==> config.mk <==
export PLATFORM = sky130hd
export DESIGN_NAME = mea_div_stage
export DESIGN_NICKNAME = d
export VERILOG_FILES = /design/src/design/mea_pkg.sv /design/src/design/mea_div_stage.sv
export SDC_FILE = /design/constraint.sdc
export NUM_CORES = 1
export LEC_CHECK = 0
export ABC_CLOCK_PERIOD_IN_PS = 3300
export BUFFER_PORTS_ARGS = -buffer_cell sky130_fd_sc_hd__buf_2
export CAP_MARGIN = 5
export CORE_MARGIN = 2
export CORE_UTILIZATION = 30
export CTS_CLUSTER_DIAMETER = 100
export DETAILED_ROUTE_END_ITERATION = 7
export RECOVER_POWER = 50
export SLEW_MARGIN = 20
export SYNTH_ARGS = -nofsm -noshare
export SYNTH_HDL_FRONTEND = slang
export SYNTH_SLANG_ARGS = --single-unit
==> constraint.sdc <==
create_clock -name clock -period 3.3 [get_ports clock]
set_input_delay 0.66 -clock clock [delete_from_list [all_inputs] [get_ports clock]]
set_output_delay 0.66 -clock clock [all_outputs]
set_load 0.1 [all_outputs]
==> src/design/mea_pkg.sv <==
// mea_pkg: shared types, outcome codes and decode constants for the mips execute alu
// no dependencies; imported by every module of the block
`timescale 1ns / 1ps

package mea_pkg;

   // outcome codes
   localparam logic [2:0] OUT_ALU     = 3'd0;
   localparam logic [2:0] OUT_HILO    = 3'd1;
   localparam logic [2:0] OUT_DIVZERO = 3'd2;
   localparam logic [2:0] OUT_NOWORK  = 3'd3;
   localparam logic [2:0] OUT_UNKNOWN = 3'd4;

   // primary opcodes
   localparam logic [5:0] OP_SPECIAL = 6'h00;
   localparam logic [5:0] OP_ADDI    = 6'h08;
   localparam logic [5:0] OP_ADDIU   = 6'h09;
   localparam logic [5:0] OP_SLTI    = 6'h0A;
   localparam logic [5:0] OP_ANDI    = 6'h0C;
   localparam logic [5:0] OP_ORI     = 6'h0D;
   localparam logic [5:0] OP_XORI    = 6'h0E;
   localparam logic [5:0] OP_LUI     = 6'h0F;
   localparam logic [5:0] OP_LB      = 6'h20;
   localparam logic [5:0] OP_LH      = 6'h21;
   localparam logic [5:0] OP_LW      = 6'h23;
   localparam logic [5:0] OP_SB      = 6'h28;
   localparam logic [5:0] OP_SH      = 6'h29;
   localparam logic [5:0] OP_SW      = 6'h2B;

   // special function codes
   localparam logic [5:0] FN_SLL   = 6'h00;
   localparam logic [5:0] FN_SRL   = 6'h02;
   localparam logic [5:0] FN_SRA   = 6'h03;
   localparam logic [5:0] FN_MFHI  = 6'h10;
   localparam logic [5:0] FN_MTHI  = 6'h11;
   localparam logic [5:0] FN_MFLO  = 6'h12;
   localparam logic [5:0] FN_MTLO  = 6'h13;
   localparam logic [5:0] FN_MULT  = 6'h18;
   localparam logic [5:0] FN_MULTU = 6'h19;
   localparam logic [5:0] FN_DIV   = 6'h1A;
   localparam logic [5:0] FN_DIVU  = 6'h1B;
   localparam logic [5:0] FN_ADD   = 6'h20;
   localparam logic [5:0] FN_ADDU  = 6'h21;
   localparam logic [5:0] FN_SUB   = 6'h22;
   localparam logic [5:0] FN_SUBU  = 6'h23;
   localparam logic [5:0] FN_AND   = 6'h24;
   localparam logic [5:0] FN_OR    = 6'h25;
   localparam logic [5:0] FN_XOR   = 6'h26;
   localparam logic [5:0] FN_NOR   = 6'h27;
   localparam logic [5:0] FN_SLT   = 6'h2A;

   // one quotient bit per divider stage
   localparam int DIV_STEPS = 32;

   typedef struct packed {
      logic [31:0] instruction;
      logic [31:0] operand_a;
      logic [31:0] operand_b;
   } mea_req_type;

   typedef struct packed {
      logic [31:0] alu_value;
      logic [31:0] hi_value;
      logic [31:0] lo_value;
      logic [2:0]  outcome;
   } mea_rsp_type;

   // work carried down the pipeline
   typedef struct packed {
      logic [2:0]  outcome;
      logic        is_div;
      logic        neg_q;
      logic        neg_r;
      logic [31:0] divisor;
      logic [31:0] rem;
      logic [31:0] quo;
      logic [31:0] alu;
      logic [49:0] pp_lo;
      logic [49:0] pp_hi;
   } mea_pipe_type;

endpackage

==> src/design/mea_div_stage.sv <==
// mea_div_stage: one restoring division step, one quotient bit per stage
// depends on mea_pkg
`timescale 1ns / 1ps

module mea_div_stage
   import mea_pkg::*;
(
   input  logic         clock,
   input  logic         reset,
   input  logic         advance,
   input  logic         valid_in,
   input  mea_pipe_type pipe_in,
   output logic         valid_out,
   output mea_pipe_type pipe_out
);

   logic         valid_ff;
   mea_pipe_type pipe_ff, step_in;
   logic [32:0]  trial, diff;

   // shift in the next dividend bit and try to subtract the divisor
   assign trial = {pipe_in.rem, pipe_in.quo[31]};
   assign diff  = trial - {1'b0, pipe_in.divisor};

   always_comb begin
      step_in = pipe_in;
      if (!diff[32]) begin
         step_in.rem = diff[31:0];
         step_in.quo = {pipe_in.quo[30:0], 1'b1};
      end else begin
         step_in.rem = trial[31:0];
         step_in.quo = {pipe_in.quo[30:0], 1'b0};
      end
   end

   always_ff @(posedge clock) begin
      if (reset) begin
         valid_ff <= 1'b0;
      end else if (advance) begin
         valid_ff <= valid_in;
      end
   end

   always_ff @(posedge clock) begin
      if (advance) begin
         pipe_ff <= step_in;
      end
   end

   assign valid_out = valid_ff;
   assign pipe_out  = pipe_ff;

endmodule

==> metrics.txt <==
CP endpoint kind=flop; share of the synthesized area in the top cell type=0.7355; post-synthesis sequential area ratio=0.7376; first-pass GRT wire length=46,670 um; number of remaining DRC errors=0; port bufs=472; TritonCTS clock tree=yes; Internal=0.005974 W; Post-synth ARST share=0; initial antenna violation count=24; Peak VDD IR=between 0.0004 and 0.0005 V; I/O pins=473; Top cell by count, worst path=a21oi_1; predominant post-synthesis flop cell=edfxtp_1; simple-gate share of the synthesized area=0.05395; Layout Utilization=0.4322; final slew viol count=82; Top Family by Delay on Critical Path=compound AO/OA/AOI/OAI gates; clk_lat worst skew=~0.53 ns; Max Clock Freq=334.9 MHz; cell taking the most area after synthesis=edfxtp_1; worst path cell trace=buf_2 > inv_1 > ha_1 > fa_1 > nand2b_1 > a21oi_1 > o211ai_1 > a21oi_1 > o31a_2 > mux2i_1 > nor2_4 > buf_12 > mux2_4; CP Launch Type=input pin; Yosys reg bits=235; final cycle utilization of the critical path=0.9049; post-synthesis compound-gate area fraction=0.07163; Filler Cells Inserted=slightly below 3,000; status=complete, but fails checks; Seq pwr share=0.375; mean routed wirelength per cell=21.50 um; total number of vias=7,170; die height=182.5 um; post-CTS resize count=0; Hold Fails Final Rpt=0; setup TNS=0 ns; post-route ant nets=0; DRT Wirelength=33,260 um; mux contribution to synthesized area=0.04911; Layout Nets=roughly 1,400; pin slew with the least headroom to its limit=2.253 ns; Comb pwr share=0.317; relative slew slack=-0.5020; Final setup violation count=0; CTS H-tree lvls=1; buffers and inverters on the worst path=3; post-CTS setup buffer count=0; largest net degree at the start of global routing=84; HPWL after detailed placement=26,640 um; Worst-path clk slew=roughly 0.060 ns; Post-Synthesis Cells=581; Synth Area in XOR/XNOR=0.02108; register area=a little over 0.007 mm^2; CTS Buf Count=28; Slowest-stage cell, CP=fa_1; Worst Setup SP=pipe_in[163]; Placement Rows=65; sw power=~0.0038 W; Root Buffer=clkbuf_16; Total GRT Usage=0.1908; Die X=182.5 um; Post-DP Area=0.01274 mm^2; Layout Skew=0 ns; RePlAce Congestion=0.9097; overall die area=between 0.03 and 0.04 mm^2; count of cell types in the netlist=50; maxcap violations=1; DRT Pass-1 Iters=5; unrepaired setup endpoints after global routing=false; Iter 0 DRT Violations=431; Hold Crit Class=input pin to flop; Net Sw Frac=0.3899; Overall Power=slightly below 0.01 W; Ys Warns=0; multi-input logic area=0.002296 mm^2; min cycle time layout=2.986 ns; slowest stage delay, CP=roughly 0.4 ns; share of layout cells above drive strength 1=0.4947; EDFF count, synth=between 200 and 250; vias in the first global route=7,076; Avg Cell Area, Syn=approximately 16 um^2; CP Class=input pin to flop; hold_buf cts=0; cell area after synthesis=0.009554 mm^2; PD cells=around 720 mW/mm^2; Clock power frac=0.308; commonest non-fill, non-tap cells in the layout=442 x buf_2, 234 x edfxtp_1, 38 x inv_1, 38 x a21oi_1, 35 x buf_4; Post-Synth Adder-Cell Area=0.04400; RR Startpoint=valid_out; clk sinks=235; CP arrival=3.26 ns; final instance area=0.01360 mm^2; largest buffer count on any clock path=3; Remaining Overflow, GRT=0; failing checks=max-capacitance violations, max-slew violations; initial core utilization=0.3036; Worst Path Required=3.58 ns; Core ar.=0.03147 mm^2; main combinational cell family by area after synthesis=compound AO/OA/AOI/OAI gates; top cells by area, synth=edfxtp_1 74%, ha_1 4.2%, mux2_4 3.9%; hold_sp=reset; Area growth, synth to finish=42.38%; Static Leak=about 6.0 nW; commonest non-fill, non-tap cell in the layout=buf_2; Syn Nets=852; CP Max Fanout=14; Avg Vias per Cell=4.635
## metal layers
layer | wire length (um) | up-vias | global-route usage
met5 | 117 | - | 0
met4 | 1050 | 18 | 0.06613
met3 | 3477 | 73 | 0.06865
met2 | 15900 | 326 | 0.3145
met1 | 12720 | 3448 | 0.2318
li1 | - | 3305 | -
## path summary, 6_finish.rpt
check	endpoint	slack (ns)	depth (start not counted)
hold reg to reg	valid_out	0.49	2
setup reg to reg	valid_out	2.73	2
hold / removal	valid_out	0.28	2
setup / recovery	pipe_out[183]	0.31	13
## cells by family after synthesis
family                   Yosys count
AO/OA/AOI/OAI                    107
XOR/XNOR                          23
flip-flops                       235
multiplexers                      34
adder cells (fa/ha/maj)           33
AND/OR/NAND/NOR                  100
buffers and inverters             49
## Yosys cell counts, types with 8 or more instances
cell type  instances
nand2b_1           8
nand3_1           10
a21o_1            18
mux2_4            25
xor2_1            10
nand2_1           27
ha_1              32
o21ai_0           17
inv_1             38
a21oi_1           38
edfxtp_1         234
nor2_1            19
xnor2_1           13
## cell type report
| cell class | count | area share |
|---|---|---|
| flip-flops and latches | 235 | 0.5180 |
| repair buffers | 514 | 0.1973 |
| multi-input cells | 297 | 0.1688 |
| clock buffers | 31 | 0.05390 |
| well taps | 402 | 0.03698 |
| clock inverters | 21 | 0.01288 |
| inverters | 38 | 0.01049 |
| diodes | 9 | 0.001656 |
## registers in the layout (all words and copies together) (netlist names)
register and flops:
valid_out 1, pipe_out 234
## power by group through the flow
stage | sequential, W | combinational (W) | clock (W)
after floorplan | 0.00566 | 0.000483 | 0
after global placement | 0.00373 | 0.00311 | 0
after detailed placement | 0.00373 | 0.00312 | 0
after CTS | 0.00367 | 0.00313 | 0.00311
after global routing | 0.00370 | 0.00321 | 0.00322
final | 0.00367 | 0.00310 | 0.00302
## metrics by stage
stage	hold slack (ns)	std cells	worst slack, ns
global placement	0.4770	1486	-0.1948
finish	0.2765	1547	0.3137
CTS	0.2484	1538	0.3229
detailed placement	0.4814	1486	-0.2380
global route	0.2499	1542	0.08703
floorplan	0.7324	581	0.1059
(Power assumes the default switching activity.)
