$ cat src/design/mea_pkg.sv
// mea_pkg: shared types, outcome codes and decode constants for the mips execute alu
// no dependencies; imported by every module of the block
`timescale 1ns / 1ps

package mea_pkg;

   // outcome codes
   localparam logic [2:0] OUT_ALU     = 3'd0;
   localparam logic [2:0] OUT_HILO    = 3'd1;
   localparam logic [2:0] OUT_DIVZERO = 3'd2;
   localparam logic [2:0] OUT_NOWORK  = 3'd3;
   localparam logic [2:0] OUT_UNKNOWN = 3'd4;

   // primary opcodes
   localparam logic [5:0] OP_SPECIAL = 6'h00;
   localparam logic [5:0] OP_ADDI    = 6'h08;
   localparam logic [5:0] OP_ADDIU   = 6'h09;
   localparam logic [5:0] OP_SLTI    = 6'h0A;
   localparam logic [5:0] OP_ANDI    = 6'h0C;
   localparam logic [5:0] OP_ORI     = 6'h0D;
   localparam logic [5:0] OP_XORI    = 6'h0E;
   localparam logic [5:0] OP_LUI     = 6'h0F;
   localparam logic [5:0] OP_LB      = 6'h20;
   localparam logic [5:0] OP_LH      = 6'h21;
   localparam logic [5:0] OP_LW      = 6'h23;
   localparam logic [5:0] OP_SB      = 6'h28;
   localparam logic [5:0] OP_SH      = 6'h29;
   localparam logic [5:0] OP_SW      = 6'h2B;

   // special function codes
   localparam logic [5:0] FN_SLL   = 6'h00;
   localparam logic [5:0] FN_SRL   = 6'h02;
   localparam logic [5:0] FN_SRA   = 6'h03;
   localparam logic [5:0] FN_MFHI  = 6'h10;
   localparam logic [5:0] FN_MTHI  = 6'h11;
   localparam logic [5:0] FN_MFLO  = 6'h12;
   localparam logic [5:0] FN_MTLO  = 6'h13;
   localparam logic [5:0] FN_MULT  = 6'h18;
   localparam logic [5:0] FN_MULTU = 6'h19;
   localparam logic [5:0] FN_DIV   = 6'h1A;
   localparam logic [5:0] FN_DIVU  = 6'h1B;
   localparam logic [5:0] FN_ADD   = 6'h20;
   localparam logic [5:0] FN_ADDU  = 6'h21;
   localparam logic [5:0] FN_SUB   = 6'h22;
   localparam logic [5:0] FN_SUBU  = 6'h23;
   localparam logic [5:0] FN_AND   = 6'h24;
   localparam logic [5:0] FN_OR    = 6'h25;
   localparam logic [5:0] FN_XOR   = 6'h26;
   localparam logic [5:0] FN_NOR   = 6'h27;
   localparam logic [5:0] FN_SLT   = 6'h2A;

   // one quotient bit per divider stage
   localparam int DIV_STEPS = 32;

   typedef struct packed {
      logic [31:0] instruction;
      logic [31:0] operand_a;
      logic [31:0] operand_b;
   } mea_req_type;

   typedef struct packed {
      logic [31:0] alu_value;
      logic [31:0] hi_value;
      logic [31:0] lo_value;
      logic [2:0]  outcome;
   } mea_rsp_type;

   // work carried down the pipeline
   typedef struct packed {
      logic [2:0]  outcome;
      logic        is_div;
      logic        neg_q;
      logic        neg_r;
      logic [31:0] divisor;
      logic [31:0] rem;
      logic [31:0] quo;
      logic [31:0] alu;
      logic [49:0] pp_lo;
      logic [49:0] pp_hi;
   } mea_pipe_type;

endpackage

$ cat src/design/mea_decode.sv
// mea_decode: first stage, decodes the instruction, runs the alu and forms product halves
// depends on mea_pkg
`timescale 1ns / 1ps

module mea_decode
   import mea_pkg::*;
(
   input  logic         clock,
   input  logic         reset,
   input  logic         advance,
   input  logic         valid_in,
   input  mea_req_type  req_in,
   output logic         valid_out,
   output mea_pipe_type pipe_out
);

   logic         valid_ff, valid_in_n;
   mea_pipe_type pipe_ff, pipe_in;

   logic [5:0]  op, fn;
   logic [4:0]  sh;
   logic [31:0] a, b, imz, ims;
   logic        sgn_mul;
   logic [32:0] a33, b33;
   logic signed [49:0] pp_lo_w, pp_hi_w;

   assign op  = req_in.instruction[31:26];
   assign fn  = req_in.instruction[5:0];
   assign sh  = req_in.instruction[10:6];
   assign a   = req_in.operand_a;
   assign b   = req_in.operand_b;
   assign imz = {16'h0000, req_in.instruction[15:0]};
   assign ims = {{16{req_in.instruction[15]}}, req_in.instruction[15:0]};

   // operands extended to 33 bits so the same signed partial-product multipliers serve both forms
   assign sgn_mul = (fn == FN_MULT);
   assign a33 = {sgn_mul & a[31], a};
   assign b33 = {sgn_mul & b[31], b};

   // 33x17 partial products, sign extended to the full 50 bits
   assign pp_lo_w = $signed(a33) * $signed({1'b0, b33[15:0]});
   assign pp_hi_w = $signed(a33) * $signed(b33[32:16]);

   // decode and alu
   always_comb begin
      pipe_in = '0;
      pipe_in.outcome = OUT_UNKNOWN;
      pipe_in.pp_lo = pp_lo_w;
      pipe_in.pp_hi = pp_hi_w;
      if (op == OP_SPECIAL) begin
         case (fn)
            FN_SLL: begin pipe_in.alu = b << sh; pipe_in.outcome = OUT_ALU; end
            FN_SRL: begin pipe_in.alu = b >> sh; pipe_in.outcome = OUT_ALU; end
            FN_SRA: begin
               pipe_in.alu = 32'($signed(b) >>> sh);
               pipe_in.outcome = OUT_ALU;
            end
            FN_MFHI, FN_MTHI, FN_MFLO, FN_MTLO: pipe_in.outcome = OUT_NOWORK;
            FN_MULT, FN_MULTU: pipe_in.outcome = OUT_HILO;
            FN_DIV: begin
               if (b == 32'd0) begin
                  pipe_in.outcome = OUT_DIVZERO;
               end else begin
                  pipe_in.outcome = OUT_HILO;
                  pipe_in.is_div  = 1'b1;
                  pipe_in.neg_q   = a[31] ^ b[31];
                  pipe_in.neg_r   = a[31];
                  pipe_in.quo     = a[31] ? (32'd0 - a) : a;
                  pipe_in.divisor = b[31] ? (32'd0 - b) : b;
               end
            end
            FN_DIVU: begin
               if (b == 32'd0) begin
                  pipe_in.outcome = OUT_DIVZERO;
               end else begin
                  pipe_in.outcome = OUT_HILO;
                  pipe_in.is_div  = 1'b1;
                  pipe_in.quo     = a;
                  pipe_in.divisor = b;
               end
            end
            FN_ADD, FN_ADDU: begin pipe_in.alu = a + b; pipe_in.outcome = OUT_ALU; end
            FN_SUB, FN_SUBU: begin pipe_in.alu = a - b; pipe_in.outcome = OUT_ALU; end
            FN_AND: begin pipe_in.alu = a & b; pipe_in.outcome = OUT_ALU; end
            FN_OR:  begin pipe_in.alu = a | b; pipe_in.outcome = OUT_ALU; end
            FN_XOR: begin pipe_in.alu = a ^ b; pipe_in.outcome = OUT_ALU; end
            FN_NOR: begin pipe_in.alu = ~(a | b); pipe_in.outcome = OUT_ALU; end
            FN_SLT: begin
               pipe_in.alu = {31'd0, $signed(a) < $signed(b)};
               pipe_in.outcome = OUT_ALU;
            end
            default: pipe_in.outcome = OUT_UNKNOWN;
         endcase
      end else begin
         case (op)
            OP_ADDI, OP_ADDIU: begin pipe_in.alu = a + ims; pipe_in.outcome = OUT_ALU; end
            OP_SLTI: begin
               pipe_in.alu = {31'd0, $signed(a) < $signed(ims)};
               pipe_in.outcome = OUT_ALU;
            end
            OP_ANDI: begin pipe_in.alu = a & imz; pipe_in.outcome = OUT_ALU; end
            OP_ORI:  begin pipe_in.alu = a | imz; pipe_in.outcome = OUT_ALU; end
            OP_XORI: begin pipe_in.alu = a ^ imz; pipe_in.outcome = OUT_ALU; end
            OP_LUI, OP_LB, OP_LH, OP_LW, OP_SB, OP_SH, OP_SW:
               pipe_in.outcome = OUT_NOWORK;
            default: pipe_in.outcome = OUT_UNKNOWN;
         endcase
      end
   end

   assign valid_in_n = valid_in;

   // stage register
   always_ff @(posedge clock) begin
      if (reset) begin
         valid_ff <= 1'b0;
      end else if (advance) begin
         valid_ff <= valid_in_n;
      end
   end

   always_ff @(posedge clock) begin
      if (advance) begin
         pipe_ff <= pipe_in;
      end
   end

   assign valid_out = valid_ff;
   assign pipe_out  = pipe_ff;

endmodule

$ cat config.mk
export PLATFORM = sky130hd
export DESIGN_NAME = mea_decode
export DESIGN_NICKNAME = d
export VERILOG_FILES = /design/src/design/mea_pkg.sv /design/src/design/mea_decode.sv
export SDC_FILE = /design/constraint.sdc
export NUM_CORES = 2
export LEC_CHECK = 0
export BUFFER_PORTS_ARGS = -buffer_cell sky130_fd_sc_hd__buf_2
export CAP_MARGIN = 20
export CORE_UTILIZATION = 55
export CTS_BUF_LIST = sky130_fd_sc_hd__clkbuf_8
export CTS_CLUSTER_DIAMETER = 80
export CTS_CLUSTER_SIZE = 10
export DETAILED_ROUTE_END_ITERATION = 12
export PLACE_DENSITY = 0.74
export SLEW_MARGIN = 10
export SYNTH_ARGS = -nofsm -noshare
export SYNTH_HDL_FRONTEND = slang
export SYNTH_SLANG_ARGS = --single-unit
$ cat constraint.sdc
create_clock -name clock -period 9.5 [get_ports clock]
set_input_delay 0.475 -clock clock [delete_from_list [all_inputs] [get_ports clock]]
set_output_delay 0.475 -clock clock [all_outputs]
set_load 0.05 [all_outputs]
==> flow_metrics.py <==
metrics = {
    "run_status": {
        "status": "finished clean",
    },
    "critical_path": {
        "path_delay_family": "adder cells",
        "slowest_delay_ps": 830,
        "cp.required_ps": 9930,
        "slowest_stage": "nor3_1",
        "worstSetupEndpointType": "flop",
        "critPathLaunchType": "input port",
        "path_cells": "buf_2 > inv_1 > nor3_1 > nand4_1 > buf_4 > nor2_1 > fa_1 > inv_1 > fa_1 > fa_1 > fa_1 > fa_1 > fa_1 > inv_1 > ha_1 > a21oi_1 > a21boi_0 > a311oi_1 > o21ai_0 > o31ai_2 > o31ai_2 > a311o_1 > a21oi_1 > xnor2_1",
        "crit_path_max_fanout": 19,
        "cp.arrival_ps": 8570,
        "critPathKind": "input port to flop",
        "critPathBufInv": 5,
        "cp_common_cell": "fa_1",
    },
    "cts": {
        "cts.sinks": 203,
        "cts_setup_buffers": 0,
        "ctsHoldBuffers": 2,
        "numCtsBuffers": 25,
        "post_cts_resized": 0,
        "clkLatencyLatePin_ps": 680,
        "cts.path.max_buffers": 3,
        "cts_tree": "yes",
        "h-tree-depth": 1,
        "path_clk_slew_ps": 80,
        "cts_root_buf": "clkbuf_8",
    },
    "sta": {
        "relSlewSlack_pct": 21.1,
        "finalCritPeriodShare_pct": 85.7,
        "setup_violations": 0,
        "hold_violations": 0,
        "max_freq_mhz": 123,
        "setup_tns_ps": 0,
        "worstMarginPinSlew_ps": 1180,
        "rsz0062_at_grt": "false",
        "slew_viol_final": 0,
        "clock_skew_ps": 0,
        "period_needed_ps": 8140,
    },
    "global_routing": {
        "grt_pass1_vias": 47900,
        "grt-ovfl-total": 0,
        "grt_max_degree": 91,
        "antenna_found_initial": 7,
        "grt_pass1_wl_um": 295000,
        "track_usage_pct": 38.1,
    },
    "power_and_ir_drop": {
        "internal_power_w": 0.0107,
        "p_sw_w": 0.0139,
        "p_per_area_nw_per_um2": 413,
        "combPwrFrac_pct": 88.2,
        "switching_share_pct": 56.6,
        "vdd_drop_max_mv": 0.737,
        "power.share.clock_pct": 2.7,
        "p_seq_share_pct": 9.1,
        "leakage_nw": 28.2,
        "total_power_w": 0.0246,
    },
    "detailed_routing": {
        "wl_um": 196000,
        "vias": 48200,
        "first_pass_iters": 9,
        "drtIter0Drc": 5617,
        "avgRoutedWirePerCell_um": 24.6,
        "drc_errors": 0,
        "ant_nets": 0,
        "drt-vias-per-instance": 6.07,
    },
    "final_layout": {
        "multi_input_area_sq_um": 44100,
        "nFillCells": 9114,
        "drive_gt1_share_pct": 8.69,
        "nets": 8112,
        "syn2layout_area_growth_pct": 5.29,
        "stdcell_area_sq_um": 59600,
        "seqCellArea_sq_um": 6090,
        "utilization_pct": 58.5,
    },
    "die": {
        "initial_core_util_pct": 55.5,
        "fp.dieW_um": 323,
        "fp.coreArea_sq_um": 102000,
        "die_h_um": 323,
        "ios": 335,
        "rows": 117,
        "die_area_sq_um": 104000,
    },
    "placement": {
        "place_area_sq_um": 59100,
        "io_buffer_count": 292,
        "hpwlAfterDp_um": 154000,
        "place_congestion": 1.10,
    },
    "synthesis": {
        "yosys_warnings": 0,
        "async_flop_share_pct": 0,
        "synth_area_sq_um": 56600,
        "synth_seq_cells": 203,
        "synth_top_area_cell": "fa_1",
        "syn_inst": 6483,
        "synth-edff-count": 202,
        "yosysSeqAreaShare_pct": 10.8,
        "synth.distinct_cells": 108,
        "synth_area_leaders": "fa_1 (37%), edfxtp_1 (11%), ha_1 (9.1%), inv_1 (8.1%), nor2_1 (5.5%)",
        "synthFlopType": "edfxtp_1",
        "yosysTopAreaCellShare_pct": 36.9,
        "syn_avg_cell_area_sq_um": 8.73,
    },
    "min_path": {
        "min_path_type": "input port to flop",
    },
    "job": {
        "drv_cap": 0,
    },
}
==> metal layers <==
layer	global-route usage [%]	share of wire, %	vias up
li1	-	-	20500
met1	50.2	37	23900
met2	56.6	43	3144
met3	10.5	13	704
met4	21.5	7.2	8
met5	1.02	0.095	-
==> power by group through the flow <==
stage | combinational, W | sequential [W] | clock [W]
final | 0.0217 | 0.00225 | 0.000656
after global routing | 0.0237 | 0.00227 | 0.000712
after CTS | 0.0214 | 0.00225 | 0.000694
after floorplan | 0.0147 | 0.00308 | 0
after detailed placement | 0.0212 | 0.00226 | 0
after global placement | 0.0207 | 0.00227 | 0
==> final timing paths <==
| kind | start | to | slack (ps) | depth (start not counted) |
|---|---|---|---|---|
| setup / recovery | req_in[68] | pipe_out[49] | 1360 | 24 |
| hold reg to reg | valid_out | valid_out | 1050 | 3 |
| hold / removal | req_in[94] | pipe_out[231] | 160 | 2 |
| setup reg to reg | valid_out | valid_out | 8360 | 3 |
==> final cells by class <==
cell class	count	share of cell area [%]
repair buffers	432	4.25
well taps	1368	2.87
inverters	1246	7.85
clock inverters	14	0.187
multi-input cells	4649	74.0
clock buffers	25	0.578
flip-flops and latches	203	10.2
diodes	5	0.0210
==> through the flow <==
stage / hold slack, ps / setup WS, ps / instances
global placement: 469 / 979 / 7895
finish: 158 / 1360 / 7942
detailed placement: 507 / 897 / 7895
global route: 159 / 1160 / 7941
floorplan: 547 / 2260 / 6514
CTS: 97.5 / 1630 / 7936
==> cell families (layout without fill, tap and decap cells) <==
family / Yosys count / count (layout) / synth area share (%)
compound gates: 938 / 938 / 10.9
flops: 203 / 203 / 10.8
other cells: 1 / 37 / 0.00663
fa+ha+maj: 1455 / 1455 / 46.0
buf+inv: 1662 / 1717 / 11.5
mux: 141 / 141 / 3.56
simple gates: 1838 / 1838 / 13.4
xor+xnor: 245 / 245 / 3.79
==> Yosys cell counts (all sizes together) (36+ instances only) <==
master,count
inv,1225
fa,1042
nor2,824
nand2,736
ha,413
a21oi,287
clkbuf,239
edfxtp,202
xnor2,202
o21ai,188
buf,177
mux2i,89
a21o,73
nor3,64
a211oi,48
mux4,48
xor2,43
nand3,36
==> layout by cell type (no fill, tap or decap), types with 11 or more instances in the layout <==
cell / Yosys / routed
nand4_1: 28 / 28
xnor2_1: 202 / 202
nor2b_1: 21 / 21
ha_1: 413 / 413
nor2_1: 824 / 824
o21a_1: 16 / 16
a21o_1: 73 / 73
o22ai_1: 33 / 33
o211ai_1: 28 / 28
xor2_1: 43 / 43
mux4_2: 48 / 48
a211o_1: 11 / 11
a22oi_1: 27 / 27
nor4_1: 24 / 24
nand2b_1: 27 / 27
clkinv_1: 20 / 23
and3_1: 19 / 19
o221ai_1: 13 / 13
o21bai_1: 30 / 30
buf_2: 34 / 289
or3_1: 12 / 11
nand2_1: 736 / 736
a211oi_1: 46 / 46
nor3_1: 60 / 60
a221oi_1: 18 / 18
and2_1: 11 / 12
o21ai_0: 178 / 178
clkbuf_8: 0 / 25
buf_4: 40 / 140
mux2i_1: 89 / 89
nand3_1: 35 / 35
a31oi_1: 32 / 32
edfxtp_1: 202 / 202
a21oi_1: 285 / 285
fa_1: 1042 / 1042
inv_1: 1221 / 1225
conb_1: 1 / 32
o31ai_1: 18 / 18
==> registers in the layout, indices dropped and copies added, names as in the netlist <==
register / count
pipe_out: 202
valid_out: 1
Power figures use the tool's default switching activity.
